--- src/rtl/core/bpfa_pkg.sv ---
// shared types and codes for the bitmap page frame allocator
`timescale 1ns / 1ps
package bpfa_pkg;

    typedef enum logic [1:0] {
        CMD_ALLOC = 2'd0,
        CMD_FREE  = 2'd1,
        CMD_MARK  = 2'd2,
        CMD_QUERY = 2'd3
    } cmd_t;

    typedef enum logic [2:0] {
        ST_OK       = 3'd0,
        ST_NOFREE   = 3'd1,
        ST_MISALIGN = 3'd2,
        ST_RANGE    = 3'd3,
        ST_DOUBLE   = 3'd4
    } status_t;

    typedef enum logic [2:0] {
        S_IDLE,
        S_SETUP,
        S_MOD,
        S_READ,
        S_EVAL,
        S_RESULT
    } state_t;

    // commands from controller to datapath
    typedef struct packed {
        logic load;
        logic setup;
        logic mod_step;
        logic rd;
        logic eval;
        logic out_load;
    } ctrl_cmd_t;

    // status from datapath to controller
    typedef struct packed {
        logic direct;
        logic need_mod;
        logic mod_last;
        logic eval_done;
        logic out_free;
    } dp_status_t;

endpackage

--- src/rtl/core/bpfa_req_if.sv ---
// request channel interface
`timescale 1ns / 1ps
interface bpfa_req_if;
    logic        valid;
    logic        ready;
    logic [1:0]  cmd;
    logic [31:0] addr;
    logic [31:0] end_addr;
    logic [11:0] page_sel;

    modport source (output valid, cmd, addr, end_addr, page_sel, input ready);
    modport sink (input valid, cmd, addr, end_addr, page_sel, output ready);
endinterface

--- src/rtl/core/bpfa_rsp_if.sv ---
// response channel interface
`timescale 1ns / 1ps
interface bpfa_rsp_if;
    logic        valid;
    logic        ready;
    logic [2:0]  status;
    logic [23:0] page_addr;
    logic        page_free;
    logic [12:0] free_count;

    modport source (output valid, status, page_addr, page_free, free_count, input ready);
    modport sink (input valid, status, page_addr, page_free, free_count, output ready);
endinterface

--- src/rtl/core/bpfa_cfg_if.sv ---
// configuration write channel interface
`timescale 1ns / 1ps
interface bpfa_cfg_if;
    logic        valid;
    logic        ready;
    logic [12:0] data;

    modport source (output valid, data, input ready);
    modport sink (input valid, data, output ready);
endinterface

--- src/rtl/core/bpfa_ram.sv ---
// generic single write port ram with registered read
`timescale 1ns / 1ps
module bpfa_ram #(
    parameter int WIDTH = 64,
    parameter int DEPTH = 64
) (
    input  logic                                   clk,
    input  logic                                   we,
    input  logic [((DEPTH > 1) ? $clog2(DEPTH) : 1)-1:0] waddr,
    input  logic [WIDTH-1:0]                       wdata,
    input  logic                                   re,
    input  logic [((DEPTH > 1) ? $clog2(DEPTH) : 1)-1:0] raddr,
    output logic [WIDTH-1:0]                       rdata
);
    logic [WIDTH-1:0] mem [DEPTH];

    // write and registered read
    always_ff @(posedge clk)
    begin
        if (we)
        begin
            mem[waddr] <= wdata;
        end
        if (re)
        begin
            rdata <= mem[raddr];
        end
    end
endmodule

--- src/rtl/core/bpfa_ctrl.sv ---
// controller state machine of the page allocator
`timescale 1ns / 1ps
module bpfa_ctrl (
    input  logic                clk,
    input  logic                rst_n,
    input  logic                req_valid,
    output logic                req_ready,
    input  bpfa_pkg::dp_status_t st,
    output bpfa_pkg::ctrl_cmd_t  cmd
);
    import bpfa_pkg::*;

    state_t state_reg;
    state_t state_next;

    // state register
    always_ff @(posedge clk or negedge rst_n)
    begin
        if (!rst_n)
        begin
            state_reg <= S_IDLE;
        end
        else
        begin
            state_reg <= state_next;
        end
    end

    // next state and commands
    always_comb
    begin
        state_next = state_reg;
        cmd        = '0;
        req_ready  = 1'b0;
        unique case (state_reg)
            S_IDLE:
            begin
                req_ready = 1'b1;
                if (req_valid)
                begin
                    cmd.load   = 1'b1;
                    state_next = S_SETUP;
                end
            end
            S_SETUP:
            begin
                cmd.setup = 1'b1;
                if (st.direct)
                begin
                    state_next = S_RESULT;
                end
                else if (st.need_mod)
                begin
                    state_next = S_MOD;
                end
                else
                begin
                    state_next = S_READ;
                end
            end
            S_MOD:
            begin
                cmd.mod_step = 1'b1;
                if (st.mod_last)
                begin
                    state_next = S_READ;
                end
            end
            S_READ:
            begin
                cmd.rd     = 1'b1;
                state_next = S_EVAL;
            end
            S_EVAL:
            begin
                cmd.eval   = 1'b1;
                state_next = st.eval_done ? S_RESULT : S_READ;
            end
            S_RESULT:
            begin
                if (st.out_free)
                begin
                    cmd.out_load = 1'b1;
                    state_next   = S_IDLE;
                end
            end
            default:
            begin
                state_next = S_IDLE;
            end
        endcase
    end
endmodule

--- src/rtl/core/bpfa_datapath.sv ---
// datapath: free map rows, counters, hint, scan and result registers
`timescale 1ns / 1ps
module bpfa_datapath #(
    parameter int MAX_PAGES  = 4096,
    parameter int PAGE_BYTES = 4096
) (
    input  logic                 clk,
    input  logic                 rst_n,
    input  logic [1:0]           req_cmd,
    input  logic [31:0]          req_addr,
    input  logic [31:0]          req_end_addr,
    input  logic [11:0]          req_page_sel,
    input  logic                 cfg_valid,
    input  logic [12:0]          cfg_data,
    input  bpfa_pkg::ctrl_cmd_t  cmd,
    output bpfa_pkg::dp_status_t st,
    output logic                 rsp_valid,
    input  logic                 rsp_ready,
    output logic [2:0]           rsp_status,
    output logic [23:0]          rsp_page_addr,
    output logic                 rsp_page_free,
    output logic [12:0]          rsp_free_count
);
    import bpfa_pkg::*;

    localparam int WW   = (MAX_PAGES < 64) ? MAX_PAGES : 64;
    localparam int ROWS = MAX_PAGES / WW;
    localparam int BW   = $clog2(WW);
    localparam int RW   = (ROWS > 1) ? $clog2(ROWS) : 1;
    localparam int PW   = $clog2(MAX_PAGES);
    localparam int CW   = PW + 1;
    localparam int VW   = RW + 1;
    localparam int IW   = $clog2(PW);
    localparam int LPB  = $clog2(PAGE_BYTES);

    // request and state registers
    cmd_t              cmd_reg;
    logic [31:0]       addr_reg;
    logic [31:0]       end_reg;
    logic [11:0]       qidx_reg;
    logic [12:0]       pc_reg;
    logic [PW-1:0]     hint_reg;
    logic [CW-1:0]     total_reg;
    logic [PW-1:0]     pos_reg;
    logic [RW-1:0]     row_reg;
    logic [VW-1:0]     visits_reg;
    logic              first_reg;
    logic [CW-1:0]     rem_reg;
    logic [IW-1:0]     mcnt_reg;
    logic [(1<<RW)-1:0] row_valid_reg;
    status_t           res_status_reg;
    logic [23:0]       res_paddr_reg;
    logic              res_pfree_reg;
    logic              out_valid_reg;
    logic [2:0]        out_status_reg;
    logic [23:0]       out_paddr_reg;
    logic              out_pfree_reg;
    logic [12:0]       out_count_reg;

    // combinational signals
    logic [31:0]   n32;
    logic [31:0]   ps32;
    logic [31:0]   pe_raw;
    logic [31:0]   pe32;
    logic [31:0]   nl32;
    logic [31:0]   el32;
    logic [RW-1:0] nl_row;
    logic [BW-1:0] nl_bit;
    logic [RW-1:0] el_row;
    logic [BW-1:0] el_bit;
    logic [RW-1:0] pos_row;
    logic [BW-1:0] pos_bit;
    logic          misalign;
    logic [WW-1:0] ones;
    logic [WW-1:0] rdata;
    logic [WW-1:0] d;
    logic [WW-1:0] lim_mask;
    logic [WW-1:0] lo_mask;
    logic [WW-1:0] el_mask;
    logic [WW-1:0] cand;
    logic [WW-1:0] mclr;
    logic          found;
    logic [BW-1:0] fb;
    logic [31:0]   idx32;
    logic [CW:0]   mod_t;
    logic [CW:0]   mod_r;
    logic          we;
    logic [WW-1:0] wdata;
    logic          eval_done;

    assign ones     = '1;
    assign n32      = ({19'b0, pc_reg} > 32'(MAX_PAGES)) ? 32'(MAX_PAGES) : {19'b0, pc_reg};
    assign ps32     = addr_reg >> LPB;
    assign pe_raw   = end_reg >> LPB;
    assign pe32     = (pe_raw > n32) ? n32 : pe_raw;
    assign nl32     = n32 - 32'd1;
    assign el32     = pe32 - 32'd1;
    assign nl_row   = RW'(nl32 >> BW);
    assign nl_bit   = nl32[BW-1:0];
    assign el_row   = RW'(el32 >> BW);
    assign el_bit   = el32[BW-1:0];
    assign pos_row  = RW'(32'(pos_reg) >> BW);
    assign pos_bit  = pos_reg[BW-1:0];
    assign misalign = addr_reg[LPB-1:0] != '0;

    // status toward the controller
    always_comb
    begin
        st          = '0;
        st.out_free = !out_valid_reg || rsp_ready;
        st.mod_last = mcnt_reg == '0;
        st.eval_done = eval_done;
        case (cmd_reg)
            CMD_ALLOC:
            begin
                st.direct   = n32 == 32'd0;
                st.need_mod = 32'(hint_reg) >= n32;
            end
            CMD_FREE:  st.direct = misalign || (ps32 >= n32);
            CMD_MARK:  st.direct = ps32 >= pe32;
            default:   st.direct = {20'b0, qidx_reg} >= n32;
        endcase
    end

    // row read with never written rows seen as all used
    bpfa_ram #(
        .WIDTH (WW),
        .DEPTH (ROWS)
    ) u_map (
        .clk   (clk),
        .we    (we),
        .waddr (row_reg),
        .wdata (wdata),
        .re    (cmd.rd),
        .raddr (row_reg),
        .rdata (rdata)
    );
    assign d = row_valid_reg[row_reg] ? rdata : '0;

    // masks for the scanned row
    assign lim_mask = (row_reg == nl_row) ? ~((ones << nl_bit) << 1) : ones;
    assign lo_mask  = (row_reg == pos_row) ? (ones << pos_bit) : ones;
    assign el_mask  = (row_reg == el_row) ? ~((ones << el_bit) << 1) : ones;
    assign cand     = d & lim_mask & (first_reg ? lo_mask : ones);
    assign mclr     = lo_mask & el_mask;
    assign found    = cand != '0;
    assign idx32    = (32'(row_reg) << BW) | 32'(fb);

    // lowest free bit of the row
    always_comb
    begin
        fb = '0;
        for (int b = WW - 1; b >= 0; b--)
        begin
            if (cand[b])
            begin
                fb = BW'(b);
            end
        end
    end

    // one step of hint reduction modulo the page count
    assign mod_t = {rem_reg, hint_reg[mcnt_reg]};
    assign mod_r = (mod_t >= (CW+1)'(n32)) ? (mod_t - (CW+1)'(n32)) : mod_t;

    // row write and completion per command
    always_comb
    begin
        we        = 1'b0;
        wdata     = d;
        eval_done = 1'b1;
        case (cmd_reg)
            CMD_ALLOC:
            begin
                we        = cmd.eval && found;
                wdata     = d & ~(WW'(1) << fb);
                eval_done = found || (visits_reg == VW'(nl_row) + VW'(1));
            end
            CMD_FREE:
            begin
                we    = cmd.eval && !d[pos_bit];
                wdata = d | (WW'(1) << pos_bit);
            end
            CMD_MARK:
            begin
                we        = cmd.eval;
                wdata     = d & ~mclr;
                eval_done = row_reg == el_row;
            end
            default:
            begin
                we = 1'b0;
            end
        endcase
    end

    // control registers
    always_ff @(posedge clk or negedge rst_n)
    begin
        if (!rst_n)
        begin
            pc_reg        <= 13'd4096;
            hint_reg      <= '0;
            total_reg     <= '0;
            row_valid_reg <= '0;
            out_valid_reg <= 1'b0;
        end
        else
        begin
            if (cfg_valid)
            begin
                pc_reg <= cfg_data;
            end
            if (we)
            begin
                row_valid_reg[row_reg] <= 1'b1;
            end
            if (cmd.eval)
            begin
                case (cmd_reg)
                    CMD_ALLOC:
                    begin
                        if (found)
                        begin
                            total_reg <= total_reg - CW'(1);
                            hint_reg  <= ((idx32 + 32'd1) == n32) ? '0 : PW'(idx32 + 32'd1);
                        end
                    end
                    CMD_FREE:
                    begin
                        if (!d[pos_bit])
                        begin
                            total_reg <= total_reg + CW'(1);
                        end
                    end
                    CMD_MARK:
                    begin
                        total_reg <= total_reg - CW'($countones(d & mclr));
                    end
                    default:
                    begin
                        total_reg <= total_reg;
                    end
                endcase
            end
            if (cmd.out_load)
            begin
                out_valid_reg <= 1'b1;
            end
            else if (rsp_ready)
            begin
                out_valid_reg <= 1'b0;
            end
        end
    end

    // request capture, scan position and result payload
    always_ff @(posedge clk)
    begin
        if (cmd.load)
        begin
            cmd_reg  <= cmd_t'(req_cmd);
            addr_reg <= req_addr;
            end_reg  <= req_end_addr;
            qidx_reg <= req_page_sel;
        end
        if (cmd.setup)
        begin
            res_status_reg <= ST_OK;
            res_paddr_reg  <= '0;
            res_pfree_reg  <= 1'b0;
            visits_reg     <= '0;
            first_reg      <= 1'b1;
            rem_reg        <= '0;
            mcnt_reg       <= IW'(PW - 1);
            case (cmd_reg)
                CMD_ALLOC:
                begin
                    pos_reg <= hint_reg;
                    row_reg <= RW'(32'(hint_reg) >> BW);
                    if (n32 == 32'd0)
                    begin
                        res_status_reg <= ST_NOFREE;
                    end
                end
                CMD_FREE:
                begin
                    pos_reg <= PW'(ps32);
                    row_reg <= RW'(ps32 >> BW);
                    if (misalign)
                    begin
                        res_status_reg <= ST_MISALIGN;
                    end
                    else if (ps32 >= n32)
                    begin
                        res_status_reg <= ST_RANGE;
                    end
                end
                CMD_MARK:
                begin
                    pos_reg <= PW'(ps32);
                    row_reg <= RW'(ps32 >> BW);
                end
                default:
                begin
                    pos_reg <= PW'(qidx_reg);
                    row_reg <= RW'({20'b0, qidx_reg} >> BW);
                end
            endcase
        end
        if (cmd.mod_step)
        begin
            rem_reg  <= CW'(mod_r);
            mcnt_reg <= mcnt_reg - IW'(1);
            if (mcnt_reg == '0)
            begin
                pos_reg <= PW'(mod_r);
                row_reg <= RW'(32'(mod_r) >> BW);
            end
        end
        if (cmd.eval)
        begin
            case (cmd_reg)
                CMD_ALLOC:
                begin
                    if (found)
                    begin
                        res_paddr_reg <= 24'(64'(idx32) << LPB);
                    end
                    else
                    begin
                        visits_reg <= visits_reg + VW'(1);
                        first_reg  <= 1'b0;
                        row_reg    <= (row_reg == nl_row) ? '0 : row_reg + RW'(1);
                        if (eval_done)
                        begin
                            res_status_reg <= ST_NOFREE;
                        end
                    end
                end
                CMD_FREE:
                begin
                    if (d[pos_bit])
                    begin
                        res_status_reg <= ST_DOUBLE;
                    end
                end
                CMD_MARK:
                begin
                    row_reg <= row_reg + RW'(1);
                end
                default:
                begin
                    res_pfree_reg <= d[pos_bit];
                end
            endcase
        end
        if (cmd.out_load)
        begin
            out_status_reg <= res_status_reg;
            out_paddr_reg  <= res_paddr_reg;
            out_pfree_reg  <= res_pfree_reg;
            out_count_reg  <= 13'(32'(total_reg));
        end
    end

    assign rsp_valid      = out_valid_reg;
    assign rsp_status     = out_status_reg;
    assign rsp_page_addr  = out_paddr_reg;
    assign rsp_page_free  = out_pfree_reg;
    assign rsp_free_count = out_count_reg;
endmodule

--- src/rtl/core/bitmap_page_frame_allocator_core.sv ---
// path from the accept cycle to the first response cycle: a direct error, a query out of
// range or an empty mark goes from setup to result; free and query read and evaluate one
// row; mark reads and evaluates each touched row; allocate does the same per scanned row, up
// to rows + 1 rows, after a hint reduction when the hint lies at or above the page count
// one request at a time: the next is taken once the last result is loaded into the output
// register, which lets it in while a response waits
// reset: every page used, free count and hint zero, page count 4096, no clearing pass
`timescale 1ns / 1ps
module bitmap_page_frame_allocator_core #(
    parameter int MAX_PAGES  = 4096,
    parameter int PAGE_BYTES = 4096
) (
    input  logic          clk,
    input  logic          rst_n,
    bpfa_req_if.sink      req,
    bpfa_rsp_if.source    rsp,
    bpfa_cfg_if.sink      cfg
);
    import bpfa_pkg::*;

    ctrl_cmd_t  cmd;
    dp_status_t st;

    // configuration is always taken
    assign cfg.ready = 1'b1;

    bpfa_ctrl u_ctrl (
        .clk       (clk),
        .rst_n     (rst_n),
        .req_valid (req.valid),
        .req_ready (req.ready),
        .st        (st),
        .cmd       (cmd)
    );

    bpfa_datapath #(
        .MAX_PAGES  (MAX_PAGES),
        .PAGE_BYTES (PAGE_BYTES)
    ) u_dp (
        .clk            (clk),
        .rst_n          (rst_n),
        .req_cmd        (req.cmd),
        .req_addr       (req.addr),
        .req_end_addr   (req.end_addr),
        .req_page_sel   (req.page_sel),
        .cfg_valid      (cfg.valid),
        .cfg_data       (cfg.data),
        .cmd            (cmd),
        .st             (st),
        .rsp_valid      (rsp.valid),
        .rsp_ready      (rsp.ready),
        .rsp_status     (rsp.status),
        .rsp_page_addr  (rsp.page_addr),
        .rsp_page_free  (rsp.page_free),
        .rsp_free_count (rsp.free_count)
    );
endmodule
--- src/flat_wrapper.sv ---
// flat-port wrapper written by rule: the top's interface ports become plain ports
module bitmap_page_frame_allocator_core_flat import bpfa_pkg::*;
#(
    parameter int MAX_PAGES  = 4096,
    parameter int PAGE_BYTES = 4096
)
  (clk, rst_n, req_valid, req_cmd, req_addr, req_end_addr, req_page_sel, req_ready, rsp_valid, rsp_status, rsp_page_addr, rsp_page_free, rsp_free_count, rsp_ready, cfg_valid, cfg_data, cfg_ready);
  bpfa_req_if req_i ();
  bpfa_rsp_if rsp_i ();
  bpfa_cfg_if cfg_i ();
  input  logic clk;
  input  logic rst_n;
  input wire logic [$bits(req_i.valid)-1:0] req_valid;
  input wire logic [$bits(req_i.cmd)-1:0] req_cmd;
  input wire logic [$bits(req_i.addr)-1:0] req_addr;
  input wire logic [$bits(req_i.end_addr)-1:0] req_end_addr;
  input wire logic [$bits(req_i.page_sel)-1:0] req_page_sel;
  output wire logic [$bits(req_i.ready)-1:0] req_ready;
  output wire logic [$bits(rsp_i.valid)-1:0] rsp_valid;
  output wire logic [$bits(rsp_i.status)-1:0] rsp_status;
  output wire logic [$bits(rsp_i.page_addr)-1:0] rsp_page_addr;
  output wire logic [$bits(rsp_i.page_free)-1:0] rsp_page_free;
  output wire logic [$bits(rsp_i.free_count)-1:0] rsp_free_count;
  input wire logic [$bits(rsp_i.ready)-1:0] rsp_ready;
  input wire logic [$bits(cfg_i.valid)-1:0] cfg_valid;
  input wire logic [$bits(cfg_i.data)-1:0] cfg_data;
  output wire logic [$bits(cfg_i.ready)-1:0] cfg_ready;
  assign req_i.valid = req_valid;
  assign req_i.cmd = req_cmd;
  assign req_i.addr = req_addr;
  assign req_i.end_addr = req_end_addr;
  assign req_i.page_sel = req_page_sel;
  assign req_ready = req_i.ready;
  assign rsp_valid = rsp_i.valid;
  assign rsp_status = rsp_i.status;
  assign rsp_page_addr = rsp_i.page_addr;
  assign rsp_page_free = rsp_i.page_free;
  assign rsp_free_count = rsp_i.free_count;
  assign rsp_i.ready = rsp_ready;
  assign cfg_i.valid = cfg_valid;
  assign cfg_i.data = cfg_data;
  assign cfg_ready = cfg_i.ready;
  bitmap_page_frame_allocator_core #(.MAX_PAGES(MAX_PAGES), .PAGE_BYTES(PAGE_BYTES)) u_core (.clk(clk), .rst_n(rst_n), .req(req_i), .rsp(rsp_i), .cfg(cfg_i));
endmodule
--- config.mk ---
export PLATFORM = sky130hd
export DESIGN_NAME = bitmap_page_frame_allocator_core_flat
export DESIGN_NICKNAME = d
export VERILOG_FILES = /design/src/rtl/core/bpfa_pkg.sv /design/src/rtl/core/bpfa_req_if.sv /design/src/rtl/core/bpfa_rsp_if.sv /design/src/rtl/core/bpfa_cfg_if.sv /design/src/rtl/core/bpfa_ram.sv /design/src/rtl/core/bpfa_ctrl.sv /design/src/rtl/core/bpfa_datapath.sv /design/src/rtl/core/bitmap_page_frame_allocator_core.sv /design/src/flat_wrapper.sv
export SDC_FILE = /design/constraint.sdc
export NUM_CORES = 2
export LEC_CHECK = 0
export ABC_AREA = 1
export BUFFER_PORTS_ARGS = -buffer_cell sky130_fd_sc_hd__buf_2
export CAP_MARGIN = 5
export CORE_ASPECT_RATIO = 0.75
export CORE_MARGIN = 2
export CORE_UTILIZATION = 45
export DETAILED_ROUTE_END_ITERATION = 10
export MAX_ROUTING_LAYER = met4
export PLACE_DENSITY = 0.59
export SLEW_MARGIN = 15
export SYNTH_ARGS = -nofsm -noshare
export SYNTH_HDL_FRONTEND = slang
export SYNTH_SLANG_ARGS = --single-unit
--- constraint.sdc ---
create_clock -name clk -period 12.57 [get_ports clk]
set_input_delay 3.771 -clock clk [delete_from_list [all_inputs] [get_ports clk]]
set_output_delay 3.771 -clock clk [all_outputs]
set_load 0.02 [all_outputs]
==> flow_metrics.tcl <==
set metrics [dict create \
    end_kind "flop" \
    finalMaxSlewViolations 0 \
    regArea_um2 132000 \
    viasPerCell 6.56 \
    drc 0 \
    critPathBufInv 7 \
    die_y_um 545 \
    hold_viol 0 \
    netlist_area_um2 175000 \
    num-fill-cells 32100 \
    io_pins 140 \
    cp_data_arrival_time_ns 12.77 \
    hp-start "u_core.u_dp.res_paddr_reg[22]" \
    r2r_cells 79 \
    syn_to_final_growth_pct 13.8 \
    critPathKind "flop to flop" \
    synth_top_cell_by_area "edfxtp_1" \
    syn_inst 12000 \
    status "finished clean" \
    clk_path_buf_depth 4 \
    skew_ns 0.125 \
    overflow 0 \
    period_share_pct 95.9 \
    multi_input_area_um2 39500 \
    cts_tree "built" \
    dieArea_um2 395000 \
    dr.pass1.iters 6 \
    ys_top_cells_by_count "edfxtp_1 (4284), nand2_1 (2186), a22oi_1 (656)" \
    pwr-share-seq_pct 31.3 \
    synth-edff-count 4284 \
    grt_pass1_vias 109000 \
    critical_path_cell_count 79 \
    vias 119000 \
    largest_reg_flops 4096 \
    period_minus_slack_ns 12.05 \
    ctsHtreeMaxLevel 5 \
    grt_start_max_net_pins 110 \
    max_freq_ghz 0.0830 \
    tightestPinTransition_ns 1.38 \
    swShare_pct 42.3 \
    finalSetupViolCount 0 \
    critical-path-top-delay-family "simple AND/OR/NAND/NOR gates" \
    clk_latency_ns 1.07 \
    avgSynthCellArea_um2 14.6 \
    maxCapViolCount 0 \
    first_iter_violations 19600 \
    clockRootBuffer "clkbuf_16" \
    synth-seq-cells 4444 \
    wl_per_cell_um 38.8 \
    worst_setup_path_start_kind "flop" \
    utilization_pct 51.4 \
    synth_ff_type "edfxtp_1" \
    antenna_found_initial 71 \
    holdPathStages 0 \
    core-area_um2 388000 \
    ys_top_cells_by_area "edfxtp_1 (73%), nand2_1 (4.7%), a22oi_1 (2.8%)" \
    maxSlewHeadroom_pct 8.23 \
    final_nets 12800 \
    r2r-end "u_core.u_dp.u_map.mem[59][3]" \
    clkTransAtPathRegs_ns 0.07 \
    r2r-start "u_core.u_dp.row_reg[0]" \
    drt_wl_total_um 702000 \
    synth.top_cell.area_share_pct 73.4 \
    cp_common_cell "nand2_1" \
    cts_num_sinks 4444 \
    yosysSeqAreaShare_pct 75.5 \
    peakVddDrop_uv 1470 \
    pwr-share-comb_pct 46.6 \
    async_flop_share_pct 2.39 \
    p_leak_nw 67.6 \
    start_util_pct 45.2 \
    dp_hpwl_um 397000 \
    whs_ns 0.430 \
    power_w 0.0564 \
    yosysMostFrequentCell "edfxtp_1" \
    internal_power_w 0.0325 \
    power_density_nw_per_um2 283 \
    grtUsageTotal_pct 35.7 \
    ant_nets 0 \
    numPortBuffers 126 \
    netSwitchingPower_w 0.0239 \
    grt_pass1_wl_um 940000 \
    die_w_um 725 \
    slowest_delay_ns 0.65 \
    num_rows 198 \
    ff2ff_setup_slack_ns 0.52 \
    gp_congestion 1.03 \
    cts_made_buffers 411 \
    crit_fanout 64 \
    tns_ns 0 \
    min_path_type "flop to flop" \
    hold_path_end "u_core.u_dp.rsp_page_addr[22]" \
    ys.warnings.count 0 \
    final_layout_size_suffix_gt1_share_pct 12.1 \
    clkPwrFrac_pct 22.0 \
    synth_cell_types 72 \
    crit_slowest_cell "ha_1" \
    cp.required_ns 13.29 \
]
placed cells by master (no fill, tap or decap), types with 33 or more instances in the layout:
cell          n
nor2_4       75
nand3_1     172
inv_1       484
ha_1        186
o21ai_0     422
o22ai_1      34
nor2_1      407
a22o_1      412
bufinv_16    33
clkbuf_1    100
a21oi_1     274
or2_2        35
edfxtp_1   4284
nand2_1    2183
o221ai_1     53
buf_2       125
o211ai_1     39
nor3_1       34
dfxtp_1      52
dfrtp_1     105
a22oi_2      63
clkbuf_16   414
a22oi_1     593
diode_2      42
clkinv_2     68
o2111ai_1    37
clkinv_1    101
nand4_1     433
a31oi_1      53
buf_12       68
fa_1         62
buf_4       507
a221oi_1    549
power groups by stage:
stage	clock (W)	combinational, W	sequential, W
after global placement	0	0.0261	0.0179
final	0.0124	0.0263	0.0176
after global routing	0.0131	0.0282	0.0177
after detailed placement	0	0.0256	0.0179
after floorplan	0	0.0142	0.0179
after CTS	0.0125	0.0257	0.0176
metrics by stage:
stage	cell area (µm²)	setup WS [ns]	std cells
floorplan	175000	1.53	12000
global placement	186000	-0.239	17300
detailed placement	186000	0.0481	17300
CTS	199000	0.00271	18000
global route	199000	-0.0000719	18100
finish	199000	0.516	18100
cell families (layout without fill, tap and decap cells):
| family | Yosys count | in the layout | share of synthesized area (%) |
|---|---|---|---|
| adder cells (fa/ha/maj) | 255 | 255 | 2.10 |
| AO/OA/AOI/OAI | 2668 | 2668 | 11.2 |
| XOR/XNOR | 50 | 50 | 0.258 |
| AND/OR/NAND/NOR | 3433 | 3433 | 8.34 |
| multiplexers | 2 | 2 | 0.0121 |
| other | 1 | 50 | 0.00214 |
| flip-flops | 4444 | 4444 | 75.5 |
| buffers and inverters | 1186 | 1976 | 2.59 |
layout make-up:
cell class                 instances  area share (%)
antenna                           42          0.0527
clock buffer                     516            5.40
clock inverter                   237            1.21
inverter                         523            1.00
multi-input combinational       6416            19.8
sequential                      4444            66.4
tap                             5200            3.26
timing repair buffer             700            2.90
timing repair:
action / CTS / global route
hold endpoints to repair: 0 / 0
endpoints found under the setup margin: 0 / 182
gates resized for setup: 0 / 43
hold buffers: 0 / 0
setup buffers: 0 / 6
worst register-to-register path: cells and delay by family, from the launching register on:
kind	cells	cell delay (ns)
and+or+nand+nor	65	6.60
adders and majority gates	2	0.92
buffers and inverters	7	2.12
DFF	1	0.42
AOI/OAI and AO/OA	5	1.68
metal layers:
| layer | vias to the layer above | wire (µm) | global-route usage [%] |
|---|---|---|---|
| li1 | 47500 | - | - |
| met1 | 61400 | 293000 | 51.9 |
| met2 | 8598 | 297000 | 50.2 |
| met3 | 1217 | 86600 | 7.88 |
| met4 | 0 | 25300 | 11.1 |
| met5 | - | 0 | - |
worst max path at each step:
stage | start | end | slack, ns
after floorplan | u_core.u_dp.pc_reg[5] | u_core.u_dp.total_reg[11] | 1.53
after global placement | u_core.u_dp.pc_reg[6] | u_core.u_dp.total_reg[11] | -0.24
after detailed placement | u_core.u_dp.pc_reg[1] | u_core.u_dp.total_reg[11] | 0.05
after CTS | u_core.u_dp.pc_reg[1] | u_core.u_dp.total_reg[11] | 0.003
after global routing | u_core.u_dp.pc_reg[9] | u_core.u_dp.total_reg[11] | -0.00007
final | u_core.u_dp.row_reg[0] | u_core.u_dp.u_map.mem[59][3] | 0.52
Power figures use the tool's default switching activity.
